[src/sv/front_middle_back_queue_defines.svh]
// Assertion macros shared by the front-middle-back queue RTL.
`ifndef FRONT_MIDDLE_BACK_QUEUE_DEFINES_SVH
`define FRONT_MIDDLE_BACK_QUEUE_DEFINES_SVH

// Same-cycle implication, disabled while reset is asserted (active low).
`define FMBQ_ASSERT_IMPL(lbl, clk_s, rst_s, ante, cons, msg) \
  lbl: assert property (@(posedge clk_s) disable iff (!rst_s) (ante) |-> (cons)) \
    else $error(msg);

// Next-cycle implication, disabled while reset is asserted (active low).
`define FMBQ_ASSERT_NEXT(lbl, clk_s, rst_s, ante, cons, msg) \
  lbl: assert property (@(posedge clk_s) disable iff (!rst_s) (ante) |=> (cons)) \
    else $error(msg);

`endif

[src/sv/fmbq_pkg.sv]
// Shared types and constants for the front-middle-back queue.
package fmbq_pkg;

  localparam int DEPTH_DEF      = 16;
  localparam int DATA_WIDTH_DEF = 32;

  // Fixed widths of the transaction fields
  localparam int OP_W = 3;
  localparam int IO_W = 32;
  localparam int ST_W = 2;

  typedef enum logic [OP_W-1:0] {
    OP_PUSH_FRONT  = 3'd0,
    OP_PUSH_MIDDLE = 3'd1,
    OP_PUSH_BACK   = 3'd2,
    OP_POP_FRONT   = 3'd3,
    OP_POP_MIDDLE  = 3'd4,
    OP_POP_BACK    = 3'd5
  } op_t;

  typedef enum logic [ST_W-1:0] {
    ST_OK    = 2'd0,
    ST_EMPTY = 2'd1,
    ST_FULL  = 2'd2
  } status_t;

endpackage

[src/sv/front_middle_back_queue.sv]
// Front-middle-back queue: ordered store with push/pop at front, middle and back.
//
// Usage:
//   Input: present in_operation and in_push_value with start high while busy
//   is low; the transaction is taken at that clock edge. Codes: push front,
//   push middle, push back, pop front, pop middle, pop back; others do nothing.
//   Output: every transaction yields one result on out_pop_value, out_status
//   and out_occupancy, held for exactly one cycle with out_valid high. The
//   receiver has no back pressure; results are never held off.
//   Pop on empty, push on full and unused codes finish without raising busy;
//   every other transaction holds busy high until its result is shown.
//   Entries live in a circular buffer in one RAM with registered read. Front
//   and back operations move the head or tail pointer only; middle operations
//   slide the back half one entry per cycle through the single read port, and
//   that sliding sets the rate. A new transaction may start in the cycle its
//   predecessor's result is shown.
//   Reset (rst_n low, synchronous) empties the queue; RAM contents are left.
module front_middle_back_queue #(
  parameter int DEPTH      = fmbq_pkg::DEPTH_DEF,
  parameter int DATA_WIDTH = fmbq_pkg::DATA_WIDTH_DEF
) (
  input  logic                              clk,
  input  logic                              rst_n,
  input  logic                              start,
  output logic                              busy,
  input  logic [fmbq_pkg::OP_W-1:0]         in_operation,
  input  logic signed [fmbq_pkg::IO_W-1:0]  in_push_value,
  output logic                              out_valid,
  output logic signed [fmbq_pkg::IO_W-1:0]  out_pop_value,
  output logic [fmbq_pkg::ST_W-1:0]         out_status,
  output logic [$clog2(DEPTH+1)-1:0]        out_occupancy
);

  import fmbq_pkg::*;

  `include "front_middle_back_queue_defines.svh"

  localparam int AW = $clog2(DEPTH);
  localparam int CW = $clog2(DEPTH + 1);

  typedef enum logic [2:0] {
    S_IDLE = 3'b001,
    S_PUSH = 3'b010,
    S_POP  = 3'b100
  } state_t;

  // Control state
  state_t          state_r, state_nxt;
  logic [AW-1:0]   head_r, head_nxt;
  logic [CW-1:0]   count_r, count_nxt;
  logic            more_r, more_nxt;
  logic            pend_r, pend_nxt;
  logic            first_r, first_nxt;
  logic            front_r, front_nxt;
  logic            out_valid_r, out_valid_nxt;

  // Operation context
  logic [AW-1:0]         src_r, src_nxt;
  logic [AW-1:0]         last_r, last_nxt;
  logic [AW-1:0]         pos_r, pos_nxt;
  logic [AW-1:0]         pend_src_r, pend_src_nxt;
  logic [DATA_WIDTH-1:0] val_r, val_nxt;
  logic [DATA_WIDTH-1:0] pop_data_r, pop_data_nxt;

  // Result registers
  logic [IO_W-1:0] out_pop_value_r, out_pop_value_nxt;
  status_t         out_status_r, out_status_nxt;
  logic [CW-1:0]   out_occupancy_r, out_occupancy_nxt;

  // RAM port
  logic                  ram_we;
  logic [AW-1:0]         ram_waddr;
  logic [DATA_WIDTH-1:0] ram_wdata;
  logic                  ram_re;
  logic [AW-1:0]         ram_raddr;
  logic [DATA_WIDTH-1:0] ram_rdata;

  // Helpers
  logic                       accept;
  logic                       full;
  logic                       empty;
  logic [AW-1:0]              n_aw;
  logic [CW-1:0]              n_m1;
  logic [AW-1:0]              head_dec;
  logic [AW-1:0]              head_inc;
  logic [DATA_WIDTH+IO_W-1:0] in_wide;
  logic [DATA_WIDTH+IO_W-1:0] pop_wide;

  // Map a logical position to a RAM address around the circular head
  function automatic logic [AW-1:0] to_phys(input logic [AW-1:0] h, input logic [AW-1:0] l);
    logic [AW:0] s;
    s = {1'b0, h} + {1'b0, l};
    if (s >= (AW+1)'(DEPTH)) begin
      s = s - (AW+1)'(DEPTH);
    end
    return s[AW-1:0];
  endfunction

  assign busy     = (state_r != S_IDLE);
  assign accept   = start && !busy;
  assign full     = (count_r == CW'(DEPTH));
  assign empty    = (count_r == '0);
  assign n_aw     = count_r[AW-1:0];
  assign n_m1     = count_r - CW'(1);
  assign head_dec = (head_r == '0) ? AW'(DEPTH - 1) : head_r - AW'(1);
  assign head_inc = (head_r == AW'(DEPTH - 1)) ? '0 : head_r + AW'(1);

  // Width adaptation between the 32-bit ports and the stored word
  assign in_wide  = {{DATA_WIDTH{1'b0}}, in_push_value};
  assign pop_wide = {{IO_W{1'b0}}, pop_data_r};

  // Next-state and RAM control
  always_comb begin
    state_nxt         = state_r;
    head_nxt          = head_r;
    count_nxt         = count_r;
    more_nxt          = more_r;
    pend_nxt          = pend_r;
    first_nxt         = first_r;
    front_nxt         = front_r;
    src_nxt           = src_r;
    last_nxt          = last_r;
    pos_nxt           = pos_r;
    pend_src_nxt      = pend_src_r;
    val_nxt           = val_r;
    pop_data_nxt      = pop_data_r;
    out_valid_nxt     = 1'b0;
    out_pop_value_nxt = out_pop_value_r;
    out_status_nxt    = out_status_r;
    out_occupancy_nxt = out_occupancy_r;
    ram_we            = 1'b0;
    ram_waddr         = '0;
    ram_wdata         = ram_rdata;
    ram_re            = 1'b0;
    ram_raddr         = to_phys(head_r, src_r);

    unique case (state_r)
      S_IDLE: begin
        if (accept) begin
          unique case (in_operation)
            OP_PUSH_FRONT, OP_PUSH_MIDDLE, OP_PUSH_BACK: begin
              if (full) begin
                // Drop the value, report full
                out_valid_nxt     = 1'b1;
                out_pop_value_nxt = '0;
                out_status_nxt    = ST_FULL;
                out_occupancy_nxt = count_r;
              end else begin
                state_nxt = S_PUSH;
                val_nxt   = in_wide[DATA_WIDTH-1:0];
                src_nxt   = n_m1[AW-1:0];
                pend_nxt  = 1'b0;
                more_nxt  = 1'b0;
                if (in_operation == OP_PUSH_FRONT) begin
                  head_nxt = head_dec;
                  pos_nxt  = '0;
                end else if (in_operation == OP_PUSH_MIDDLE) begin
                  pos_nxt  = n_aw >> 1;
                  more_nxt = !empty;
                end else begin
                  pos_nxt = n_aw;
                end
              end
            end
            OP_POP_FRONT, OP_POP_MIDDLE, OP_POP_BACK: begin
              if (empty) begin
                // Nothing to remove, report empty
                out_valid_nxt     = 1'b1;
                out_pop_value_nxt = '1;
                out_status_nxt    = ST_EMPTY;
                out_occupancy_nxt = count_r;
              end else begin
                state_nxt = S_POP;
                more_nxt  = 1'b1;
                pend_nxt  = 1'b0;
                first_nxt = 1'b1;
                front_nxt = (in_operation == OP_POP_FRONT);
                last_nxt  = n_m1[AW-1:0];
                if (in_operation == OP_POP_FRONT) begin
                  src_nxt  = '0;
                  last_nxt = '0;
                end else if (in_operation == OP_POP_MIDDLE) begin
                  src_nxt = n_m1[AW-1:0] >> 1;
                end else begin
                  src_nxt = n_m1[AW-1:0];
                end
              end
            end
            default: begin
              // Unused code: report current state, change nothing
              out_valid_nxt     = 1'b1;
              out_pop_value_nxt = '0;
              out_status_nxt    = ST_OK;
              out_occupancy_nxt = count_r;
            end
          endcase
        end
      end

      S_PUSH: begin
        // Read entries from the tail down to the insert point
        if (more_r) begin
          ram_re       = 1'b1;
          pend_nxt     = 1'b1;
          pend_src_nxt = src_r;
          if (src_r == pos_r) begin
            more_nxt = 1'b0;
          end else begin
            src_nxt = src_r - AW'(1);
          end
        end else begin
          pend_nxt = 1'b0;
        end
        // Write each read entry one place toward the back
        if (pend_r) begin
          ram_we    = 1'b1;
          ram_waddr = to_phys(head_r, pend_src_r + AW'(1));
          ram_wdata = ram_rdata;
        end else if (!more_r) begin
          // Gap is open: drop the new value in and finish
          ram_we            = 1'b1;
          ram_waddr         = to_phys(head_r, pos_r);
          ram_wdata         = val_r;
          count_nxt         = count_r + CW'(1);
          state_nxt         = S_IDLE;
          out_valid_nxt     = 1'b1;
          out_pop_value_nxt = '0;
          out_status_nxt    = ST_OK;
          out_occupancy_nxt = count_r + CW'(1);
        end
      end

      S_POP: begin
        // Read the removed entry, then the ones behind it
        if (more_r) begin
          ram_re       = 1'b1;
          pend_nxt     = 1'b1;
          pend_src_nxt = src_r;
          if (src_r == last_r) begin
            more_nxt = 1'b0;
          end else begin
            src_nxt = src_r + AW'(1);
          end
        end else begin
          pend_nxt = 1'b0;
        end
        if (pend_r) begin
          if (first_r) begin
            // Hold the removed value for the result
            pop_data_nxt = ram_rdata;
            first_nxt    = 1'b0;
          end else begin
            // Close the gap one place toward the front
            ram_we    = 1'b1;
            ram_waddr = to_phys(head_r, pend_src_r - AW'(1));
            ram_wdata = ram_rdata;
          end
        end else if (!more_r) begin
          count_nxt = count_r - CW'(1);
          if (front_r) begin
            head_nxt = head_inc;
          end
          state_nxt         = S_IDLE;
          out_valid_nxt     = 1'b1;
          out_pop_value_nxt = pop_wide[IO_W-1:0];
          out_status_nxt    = ST_OK;
          out_occupancy_nxt = count_r - CW'(1);
        end
      end

      default: begin
        state_nxt = S_IDLE;
      end
    endcase
  end

  // Control registers
  always_ff @(posedge clk) begin
    if (!rst_n) begin
      state_r     <= S_IDLE;
      head_r      <= '0;
      count_r     <= '0;
      more_r      <= 1'b0;
      pend_r      <= 1'b0;
      first_r     <= 1'b0;
      front_r     <= 1'b0;
      out_valid_r <= 1'b0;
    end else begin
      state_r     <= state_nxt;
      head_r      <= head_nxt;
      count_r     <= count_nxt;
      more_r      <= more_nxt;
      pend_r      <= pend_nxt;
      first_r     <= first_nxt;
      front_r     <= front_nxt;
      out_valid_r <= out_valid_nxt;
    end
  end

  // Payload registers
  always_ff @(posedge clk) begin
    src_r           <= src_nxt;
    last_r          <= last_nxt;
    pos_r           <= pos_nxt;
    pend_src_r      <= pend_src_nxt;
    val_r           <= val_nxt;
    pop_data_r      <= pop_data_nxt;
    out_pop_value_r <= out_pop_value_nxt;
    out_status_r    <= out_status_nxt;
    out_occupancy_r <= out_occupancy_nxt;
  end

  fmbq_ram #(
    .WIDTH (DATA_WIDTH),
    .DEPTH (DEPTH)
  ) u_ram (
    .clk   (clk),
    .we    (ram_we),
    .waddr (ram_waddr),
    .wdata (ram_wdata),
    .re    (ram_re),
    .raddr (ram_raddr),
    .rdata (ram_rdata)
  );

  assign out_valid     = out_valid_r;
  assign out_pop_value = out_pop_value_r;
  assign out_status    = out_status_r;
  assign out_occupancy = out_occupancy_r;

  // Checks
  `FMBQ_ASSERT_IMPL(a_count_bound, clk, rst_n, 1'b1, count_r <= CW'(DEPTH), "occupancy past depth")
  `FMBQ_ASSERT_IMPL(a_rw_distinct, clk, rst_n, ram_we && ram_re, ram_waddr != ram_raddr, "shift reads the entry it writes")
  `FMBQ_ASSERT_IMPL(a_we_busy, clk, rst_n, ram_we, state_r != S_IDLE, "RAM write while idle")
  `FMBQ_ASSERT_NEXT(a_pop_count, clk, rst_n, state_r == S_POP && !more_r && !pend_r, count_r == $past(count_r) - CW'(1), "pop did not reduce occupancy")

endmodule

[src/sv/fmbq_ram.sv]
// Generic single-write, single-read RAM with registered read data.
module fmbq_ram #(
  parameter int WIDTH = 32,
  parameter int DEPTH = 16
) (
  input  logic                     clk,
  input  logic                     we,
  input  logic [$clog2(DEPTH)-1:0] waddr,
  input  logic [WIDTH-1:0]         wdata,
  input  logic                     re,
  input  logic [$clog2(DEPTH)-1:0] raddr,
  output logic [WIDTH-1:0]         rdata
);

  logic [WIDTH-1:0] mem [DEPTH];

  // Write port
  always_ff @(posedge clk) begin
    if (we) begin
      mem[waddr] <= wdata;
    end
  end

  // Registered read port
  always_ff @(posedge clk) begin
    if (re) begin
      rdata <= mem[raddr];
    end
  end

endmodule
[config.mk]
export PLATFORM = sky130hd
export DESIGN_NAME = front_middle_back_queue
export DESIGN_NICKNAME = d
export VERILOG_FILES = /design/src/sv/fmbq_pkg.sv /design/src/sv/front_middle_back_queue.sv /design/src/sv/fmbq_ram.sv
export VERILOG_INCLUDE_DIRS = /design/src /design/src/sv
export SDC_FILE = /design/constraint.sdc
export NUM_CORES = 1
export LEC_CHECK = 0
export ABC_AREA = 1
export BUFFER_PORTS_ARGS = -buffer_cell sky130_fd_sc_hd__clkbuf_2
export CAP_MARGIN = 10
export CORE_MARGIN = 2
export CORE_UTILIZATION = 31
export CTS_CLUSTER_DIAMETER = 50
export DETAILED_ROUTE_END_ITERATION = 10
export PLACE_DENSITY = 0.57
export SYNTH_ARGS = -nofsm -noshare
export SYNTH_HDL_FRONTEND = slang
export SYNTH_SLANG_ARGS = --single-unit
[constraint.sdc]
create_clock -name clk -period 3.24 [get_ports clk]
set_input_delay 0.648 -clock clk [delete_from_list [all_inputs] [get_ports clk]]
set_output_delay 0.648 -clock clk [all_outputs]
set_load 0.02 [all_outputs]
# --- After elaboration in Yosys (flattened, before gate mapping) ---
# Memory sizes are Yosys's and may differ from the RTL's. A register that Yosys moved wholly into a read port is not among the register bits.
# Cells that the tools add are included.
totals:
  reg_bits: 136
  latch_bits: 0
  ramBits: 512
  romBits: 0
  out_inout_bits: 41
  n_memories: 1
memory_table:
  columns: ["name", "depth", "word_bits", "read_ports", "rd_clocked_by_memory_dff", "write_ports", "line", "source"]
  rows:
  - ["u_ram.mem", 16, 32, 1, 1, 1, "fmbq_ram.sv:15", "logic [WIDTH-1:0] mem [DEPTH];"]
classes:
  n_addsub: 16
  multipliers: 0
  n_div: 0
  magnitude_cmp: 4
  eq_ne: 36
  shift: 0
  mux: 102
  n_bitwise: 2
  n_reduce_logical: 27
op_table:
  columns: ["cell", "count"]
  rows:
  - ["$mux W32", 10]
  - ["$mux W4", 26]
  - ["$pmux W32 S3", 1]
  - ["$pmux W32 S2", 1]
  - ["$mux W5", 7]
  - ["$ne A2 B2 Y1 const B", 16]
  - ["$sub A4 B1 Y4 const B", 7]
  - ["$mux W1", 27]
  - ["$pmux W4 S2", 3]
  - ["$add A4 B4 Y5", 4]
  - ["$ge A5 B5 Y1 const B", 4]
  - ["$pmux W5 S2", 2]
  - ["$reduce_and A5 Y1", 4]
  - ["$mux W3", 6]
  - ["$reduce_and A8 Y1", 2]
  - ["$pmux W5 S3", 1]
  - ["$pmux W1 S2", 7]
  - ["$add A4 B1 Y4 const B", 3]
  - ["$ne A3 B3 Y1 const B", 4]
  - ["$pmux W3 S2", 2]
  - ["$pmux W4 S3", 1]
  - ["$reduce_and A6 Y1", 2]
  - ["$mux W2", 5]
  - ["$eq A3 B2 Y1 const B", 3]
  - ["other kinds (25)", 39]

# --- Logic depth before layout (Yosys ltp) ---
# Gate-level depths: netlist of the first run.
logic_depth:
  depth_word: 8
  depth_mapped: 14

# --- Modules after synthesis ---
# From an unflattened synthesis of the first run, not the netlist that was laid out.
hier_totals:
  cells_unflattened: 2705
  area_unflattened_um2: 29505.8
modules_own_cells:
  columns: ["mod", "instances", "cells_per_inst", "area_per_inst_um2"]
  rows:
  - ["fmbq_ram", 1, 2120, 23050.9]
  - ["front_middle_back_queue", 1, 585, 6454.9]

# --- Worst setup path after synthesis of the first run ---
# No wires, ideal clock.
synth_path:
  path_type: "flip-flop to flip-flop"
  from: "register pend_src_r[0]"
  to: "memory u_ram.mem[5][0], enable pin"
  setup_time_ns: 0.421
  arrival_ns: 3.157
  path_slack_ns: -0.338
  stages_incl_launch_ff: 9
  path_buffers: 0
  synth_period_minus_slack_ns: 3.578
  cell_sequence: "edfxtp_1 inv_1 ha_1 inv_1 fa_1 nand2_1 a31oi_1 nand2_1 nor2_1"
synth_via:
  elab_chain_len: 7
  elab_cells_between_ends: 14
synth_lines:
  columns: ["item", "line", "source"]
  rows:
  - ["from (decl)", "front_middle_back_queue.sv:61", "logic [AW-1:0] pend_src_r, pend_src_nxt;"]
  - ["from (signal assigned)", "front_middle_back_queue.sv:305", "pend_src_r <= pend_src_nxt;"]
  - ["$sub A4 B1 Y4", "front_middle_back_queue.sv:255", "ram_waddr = to_phys(head_r, pend_src_r - AW'(1));"]
  - ["$add A4 B4 Y5", "front_middle_back_queue.sv:92", "s = {1'b0, h} + {1'b0, l};"]
  - ["$sub A4 B1 Y4 / $ge A5 B5 Y1 (equally long branches)", "front_middle_back_queue.sv:94, front_middle_back_queue.sv:93", null]
  - ["$mux W4", "front_middle_back_queue.sv:93", "if (s >= (AW+1)'(DEPTH)) begin"]
  - ["$mux W4", "front_middle_back_queue.sv:248", "if (first_r) begin"]
  - ["$mux W4", "front_middle_back_queue.sv:247", "if (pend_r) begin"]
  - ["$pmux W4 S2 *", "front_middle_back_queue.sv:137", "unique case (state_r)"]
  - ["to (decl)", "fmbq_ram.sv:15", null]
# Mark *: on every way between the ends. The rest lies on a longest branch, timed or not.

# --- Worst setup path after layout of the first run ---
layout_path:
  from: "register pend_src_r[0]"
  to: "memory u_ram.mem[5][24], enable pin"
# The elaborated chain is that of the path after synthesis.

==> summary.md, run 1 <==
| Metric | Value |
|---|---|
| Outcome | finished, final reports clean |
| Worst Max-Slew Pin Slew | 722 ps |
| FF-to-FF path depth | 9 |
| Hold_ws | 208 ps |
| Total wire length | 67,800 um |
| Worst path arrival time | around 3300 ps |
| Final Cell Area | 32,700 sq um |
| Vias in the first global route | between 15,000 and 20,000 |
| Post-synth EDFFs | 663 |
| Hold buffers post-CTS | 0 |
| Synth top area share | between 70 and 80% |
| Crit. End Element | register |
| Dpl hpwl | between 40,000 and 50,000 um |
| Die ar. | approximately 90,000 sq um |
| Avg Inst Size Synth | ~13 sq um |
| Buffers on Ports | 78 |
| CTS tree | done |
| Synth top cells by count | edfxtp_1, nand2_1, inv_1, o21ai_0, a21oi_1 |
| Mapped cell area | approximately 28,000 sq um |
| Unique cell type count in the Yosys netlist | 40 |
| Initial DRC count | about 1,600 |
| F_max | 327 MHz |
| Clk pin slew, worst setup/hold paths | 60 ps |
| Flops & latches, synth | 680 |
| Maximum vdd drop | 1050 uV |
| Worst clock skew | ~22 ps |
| Initial antenna violation count | 3 |
| Chip height | 304 um |
| Pwr Density | 922 nW/um^2 |
| Worst hold path depth | 1 |
| Synthesis-to-layout area growth | 17.4% |
| Layout cells sized above 1 | between 10% and 20% |
| Synthesized Nets | 2,131 |
| Max clock buf depth | 3 |
| Postcts setup bufs | 0 |
| WL/cell | 19.9 um |
| Total power | 30,200 uW |
| Hold Fails Final Rpt | 0 |
| Final setup violation count | 0 |
| Nets@finish | 2,243 |
| Slowest CP cell | fa_1 |
| Synth warnings | 0 |
| Top post-synthesis cells by area | edfxtp_1, mux2i_1, nand2_1, o211ai_1, o21ai_0 |
| Core ar. | 88,800 sq um |
| Crit share post-route | 94.3% |
| Pin count of the biggest net entering global routing | 123 |
| Clock Sinks | 680 |
| Hold path endpoint | val_r[29] |
| First-pass GRT wire length | 103,000 um |
| Die W | 304 um |
| Placed Area | roughly 30,000 sq um |
| I/O pins | 79 |
| Total track usage | 14.5% |
| Post-Synthesis Cells | 2,067 |
| Startpoint types | register |
| Core Rows | between 100 and 150 |
| Crit path max fanout | 23 |
| Initial Util | 31.4% |
| CP Cell Sequence | inv_1, ha_1, inv_1, fa_1, nand2_1, a31oi_1, nand2_1, nor2_4, buf_12 |
| Area leader, netlist | edfxtp_1 |
| Lkg Pwr | approximately 0.012 uW |
| Most common flop cell mapped by yosys | edfxtp_1 |
| CTS root buf | clkbuf_16 |
| H-Tree Depth | 3 |
| Antenna-violating nets left | 0 |
| Hold Startpoint | in_push_value[29] |
| Drt pass-1 iters | 6 |
| Post-DR vias/cell | 4.86 |
| Number of buffers created by CTS | 75 |
| Vias | ~17,000 |
| RSZ-0062 raised after global routing | false |
| DRC errors left | 0 |
| Finished Layout Cells | 3,403 |
| Top-count cell post-synth | edfxtp_1 |
| HP Class | input pin to register |
| Post-CTS resize count | 0 |
| Worst-skew pair later-pin latency | 620 ps |
| Slew Limit Fails | 0 |
| Total grt overflow | 0 |
| Filler Cells Inserted | around 8,400 |
| Cells after DPL | roughly 3,300 |
| Gp weighted congestion | 0.858 |
| Diode count | 0 |
| Post-synthesis sequential area ratio | 72.6% |
| Reg-to-Reg End | u_ram.mem[5][24] |
| Max stage delay on crit path | 510 ps |
| Crit Path Class | register to register |
| Post-layout minimum cycle time | 3050 ps |
| Required time worst endpoint | around 3500 ps |
| Asr flop ratio synth | 0% |
| Slew margin rel. | between 50% and 60% |
| Maxcap violations | 0 |
| Launch point of the worst reg-to-reg path | pend_src_r[0] |
| R2R Setup Slk | 190 ps |
-- state kept, by name, summed over array words and instances (netlist names) --
register       flops
val_r             32
front_r            1
first_r            1
pop_data_r        32
src_r              4
pos_r              4
out_pop_value     32
u_ram.mem        512
pend_src_r         4
out_valid          1
u_ram.rdata       32
out_occupancy      5
pend_r             1
more_r             1
head_r             4
out_status         2
count_r            5
state_r            3
last_r             4
-- worst max-delay path by stage --
stage / to / depth (start not counted) / slack [ps] / start
floorplan: u_ram.mem[5][0] / 8 / -340 / pend_src_r[0]
global placement: u_ram.mem[1][25] / 9 / 310 / pend_src_r[0]
detailed placement: u_ram.mem[1][12] / 9 / 200 / pend_src_r[0]
CTS: u_ram.mem[1][14] / 9 / 200 / pend_src_r[0]
global route: u_ram.mem[1][14] / 9 / 30 / pend_src_r[0]
finish: u_ram.mem[5][24] / 9 / 190 / pend_src_r[0]
-- logic make-up (layout without fill, tap and decap cells) --
| family | after synthesis | after routing | synth area share (%) |
|---|---|---|---|
| AOI/OAI and AO/OA | 483 | 483 | 9.98 |
| xor gates and xnor gates | 28 | 28 | 0.974 |
| adders and majority gates | 26 | 26 | 1.30 |
| buffers and inverters | 307 | 478 | 4.61 |
| DFF | 680 | 680 | 72.6 |
| muxes | 122 | 122 | 4.38 |
| and+or+nand+nor | 421 | 421 | 6.11 |
-- critical path, delay by kind of cell, from the launching register on --
kind | cells | cell delay [ps]
buffers and inverters | 3 | 440
and+or+nand+nor | 3 | 650
AOI/OAI and AO/OA | 1 | 400
DFF | 1 | 380
adders and majority gates | 2 | 860
-- area by class of cell --
class                           count  area, sq um  share of cell area (%)
Multi-Input combinational cell   1080         6530                    19.9
Timing Repair Buffer              145         1340                    4.11
Clock buffer                       95         2020                    6.16
Sequential cell                   680        20200                    61.9
Tap cell                         1165         1460                    4.46
Clock inverter                     41          382                    1.17
Inverter                          197          741                    2.26
-- where the power goes --
part / switching (uW) / total [uW] / leakage [uW] / internal [uW]
logic: 7310 / 11100 / 0.00459 / 3780
clock network: 3460 / 8250 / 0.00117 / 4790
registers: 233 / 10800 / 0.00613 / 10600
total: 11000 / 30100 / 0.0119 / 19100
-- routing by layer --
metal	global-route usage, %	share of wire [%]
met1	20.1	45
met2	24.1	48
met3	1.67	4.6
met4	4.13	1.7
met5	0	0
-- per-stage QoR --
stage	worst slack [ps]	utilization (%)	setup TNS, ps
after detailed placement	204	34.1	0
after global placement	310	34.1	0
after floorplan	-338	-	-121220
after CTS	195	36.8	0
after global routing	31.3	36.8	0
final	186	36.8	0
-- cells in the final DEF, fill, tap and decap left out, types with 28 or more instances in the layout --
cell type  Yosys  routed
edfxtp_1     663     663
nand2_1      283     283
inv_1        191     190
o21ai_0      162     162
a21oi_1      147     147
o211ai_1     127     127
mux2i_1      122     122
clkbuf_16      0      78
clkbuf_2       4      78
nand3_1       62      62
nor2_1        64      45
buf_12         0      36
buf_4         11      31
o21ai_1       28      28
(Power assumes the default switching activity.)
==> run 2: changes to the inputs <==
==> constraint.sdc (replaced) <==
create_clock -name clk -period 2.67 [get_ports clk]
set_input_delay 0.534 -clock clk [delete_from_list [all_inputs] [get_ports clk]]
set_output_delay 0.534 -clock clk [all_outputs]
set_load 0.02 [all_outputs]
==> summary.md, run 2 (same netlist as run 1, synthesis figures left out) <==
| Metric | Value |
|---|---|
| RSZ-0062 raised after global routing | true |
| Final setup violation count | 518 |
| First-pass GRT wire length | 111,000 um |
| Layout cells sized above 1 | 20.3% |
| Synthesis-to-layout area growth | 26.9% |
| Vias | 17,600 |
| Worst path arrival time | about 3200 ps |
| Pin count of the biggest net entering global routing | 50 |
| Dpl hpwl | between 40,000 and 50,000 um |
| Total wire length | 76,000 um |
| Maxcap violations | 0 |
| Antenna-violating nets left | 0 |
| Initial Util | about a third |
| Drt pass-1 iters | 6 |
| Max stage delay on crit path | 400 ps |
| CP Buf/Inv Count | 6 |
| CP delay by family, top | buffers and inverters |
| Die ar. | roughly 92,000 sq um |
| Initial DRC count | 1,620 |
| Crit share post-route | 108% |
| I/O pins | 79 |
| CP Depth | 14 |
| Hold path endpoint | val_r[9] |
| Clk pin slew, worst setup/hold paths | 60 ps |
| Finished Layout Cells | 3,572 |
| Worst clock skew | 29.7 ps |
| F_max | 347 MHz |
| Failing checks | negative setup slack |
| Post-layout minimum cycle time | around 2900 ps |
| Required time worst endpoint | 3010 ps |
| Hold buffers post-CTS | 0 |
| Hold Fails Final Rpt | 0 |
| Total grt overflow | 0 |
| Commonest non-fill, non-tap cell in the layout | edfxtp_1 |
| Max reg flops | 512 |
| Pwr Density | ~1100 nW/um^2 |
| Core ar. | 88,800 sq um |
| Crit Path Class | register to register |
| WL/cell | 21.3 um |
| Placed Area | 31,700 sq um |
| Max clock buf depth | 3 |
| Worst hold path depth | 1 |
| FF-to-FF path depth | 14 |
| Chip height | ~300 um |
| Die W | between 300 and 400 um |
| Worst-skew pair later-pin latency | 630 ps |
| HP Class | input pin to register |
| Top reg by flops | u_ram.mem |
| Outcome | complete, but fails checks |
| Post-DR vias/cell | approximately 4.9 |
| Clock Sinks | between 600 and 700 |
| Crit. End Element | register |
| Startpoint types | register |
| R2R Setup Slk | -210 ps |
| Lkg Pwr | 0.0131 uW |
| CP Cell Sequence | inv_2, ha_4, xor2_1, ha_1, a21oi_2, nand3_1, nand3b_1, buf_6, buf_6, nand3_4, buf_6, nor2_4, buf_12, clkbuf_16 |
| Final Cell Area | between 30,000 and 40,000 sq um |
| Buffers on Ports | 78 |
| Setup slack after layout | -212 ps |
| Most frequent cells in the layout | edfxtp_1, nand2_1, inv_1 |
| Nets@finish | 2,411 |
| Gp weighted congestion | ~0.84 |
| Vias in the first global route | 17,600 |
| Number of buffers created by CTS | 80 |
| Top cell by count, worst path | buf_6 |
| Launch point of the worst reg-to-reg path | pend_src_r[0] |
| Crit path max fanout | 6 |
| Diode count | 0 |
| Worst Max-Slew Pin Slew | 559 ps |
| Reg-to-Reg End | u_ram.mem[3][12] |
| CTS tree | done |
| Hold Startpoint | in_push_value[9] |
| Slew Limit Fails | 0 |
| Slew margin rel. | between 60% and 70% |
| Core Rows | about 110 |
| CTS root buf | clkbuf_16 |
| Total track usage | 15.8% |
| Slowest CP cell | edfxtp_1 |
| Maximum vdd drop | 848 uV |
| DRC errors left | 0 |
| Initial antenna violation count | 1 |
| Cells after DPL | 3,375 |
| H-Tree Depth | 3 |
==> run 2: cell type report <==
class                           instances  area (sq um)
Clock buffer                           95          2080
Clock inverter                         47           524
Fill cell                            8157         53400
Inverter                              197           744
Multi-Input combinational cell       1080          6680
Sequential cell                       680         20200
Tap cell                             1165          1460
Timing Repair Buffer                  308          3620
==> run 2: worst max path at each step <==
stage	slack (ps)	endpoint	from
6_report	-210	u_ram.mem[3][12]	pend_src_r[0]
5_1_grt	-320	u_ram.mem[12][5]	pend_src_r[0]
4_1_cts	-90	u_ram.mem[12][9]	pend_src_r[0]
3_5_place_dp	-120	u_ram.mem[0][15]	pend_src_r[0]
3_3_place_gp	-150	u_ram.mem[13][7]	pend_src_r[0]
2_1_floorplan	-160	u_ram.mem[12][0]	pend_src_r[1]
==> run 2: power breakdown <==
group          internal [uW]  switching (uW)
sequential             12800             237
clock                   6470            4370
combinational           5870            9860
==> run 2: what timing repair did <==
| action | CTS | global route |
|---|---|---|
| gates cloned | 5 | 20 |
| hold endpoints to repair | 0 | 0 |
| endpoints found under the setup margin | 517 | 540 |
| setup buffers | 20 | 12 |
| gates resized for setup | 34 | 26 |
| pin swaps | 19 | 12 |
==> run 2: layer usage <==
layer	wire length, um	up-vias	track usage (%)
met5	0	-	0
met4	2140	0	5.79
met3	4750	116	2.60
met2	36100	590	26.3
met1	33100	8798	20.8
li1	-	8105	-
==> run 2: metrics by stage <==
step / hold WS, ps / setup TNS (ps) / setup slack [ps] / total power, uW / utilization, %
after floorplan: 427 / -49020 / -160 / 22500 / -
after global placement: 429 / -40450 / -153 / 28800 / 35.7
after detailed placement: 432 / -37910 / -120 / 29000 / 35.7
after CTS: 49.9 / -17580 / -85.2 / 39900 / 39.2
after global routing: 60.8 / -125290 / -323 / 41700 / 39.8
final: 85.6 / -62270 / -212 / 39600 / 39.8
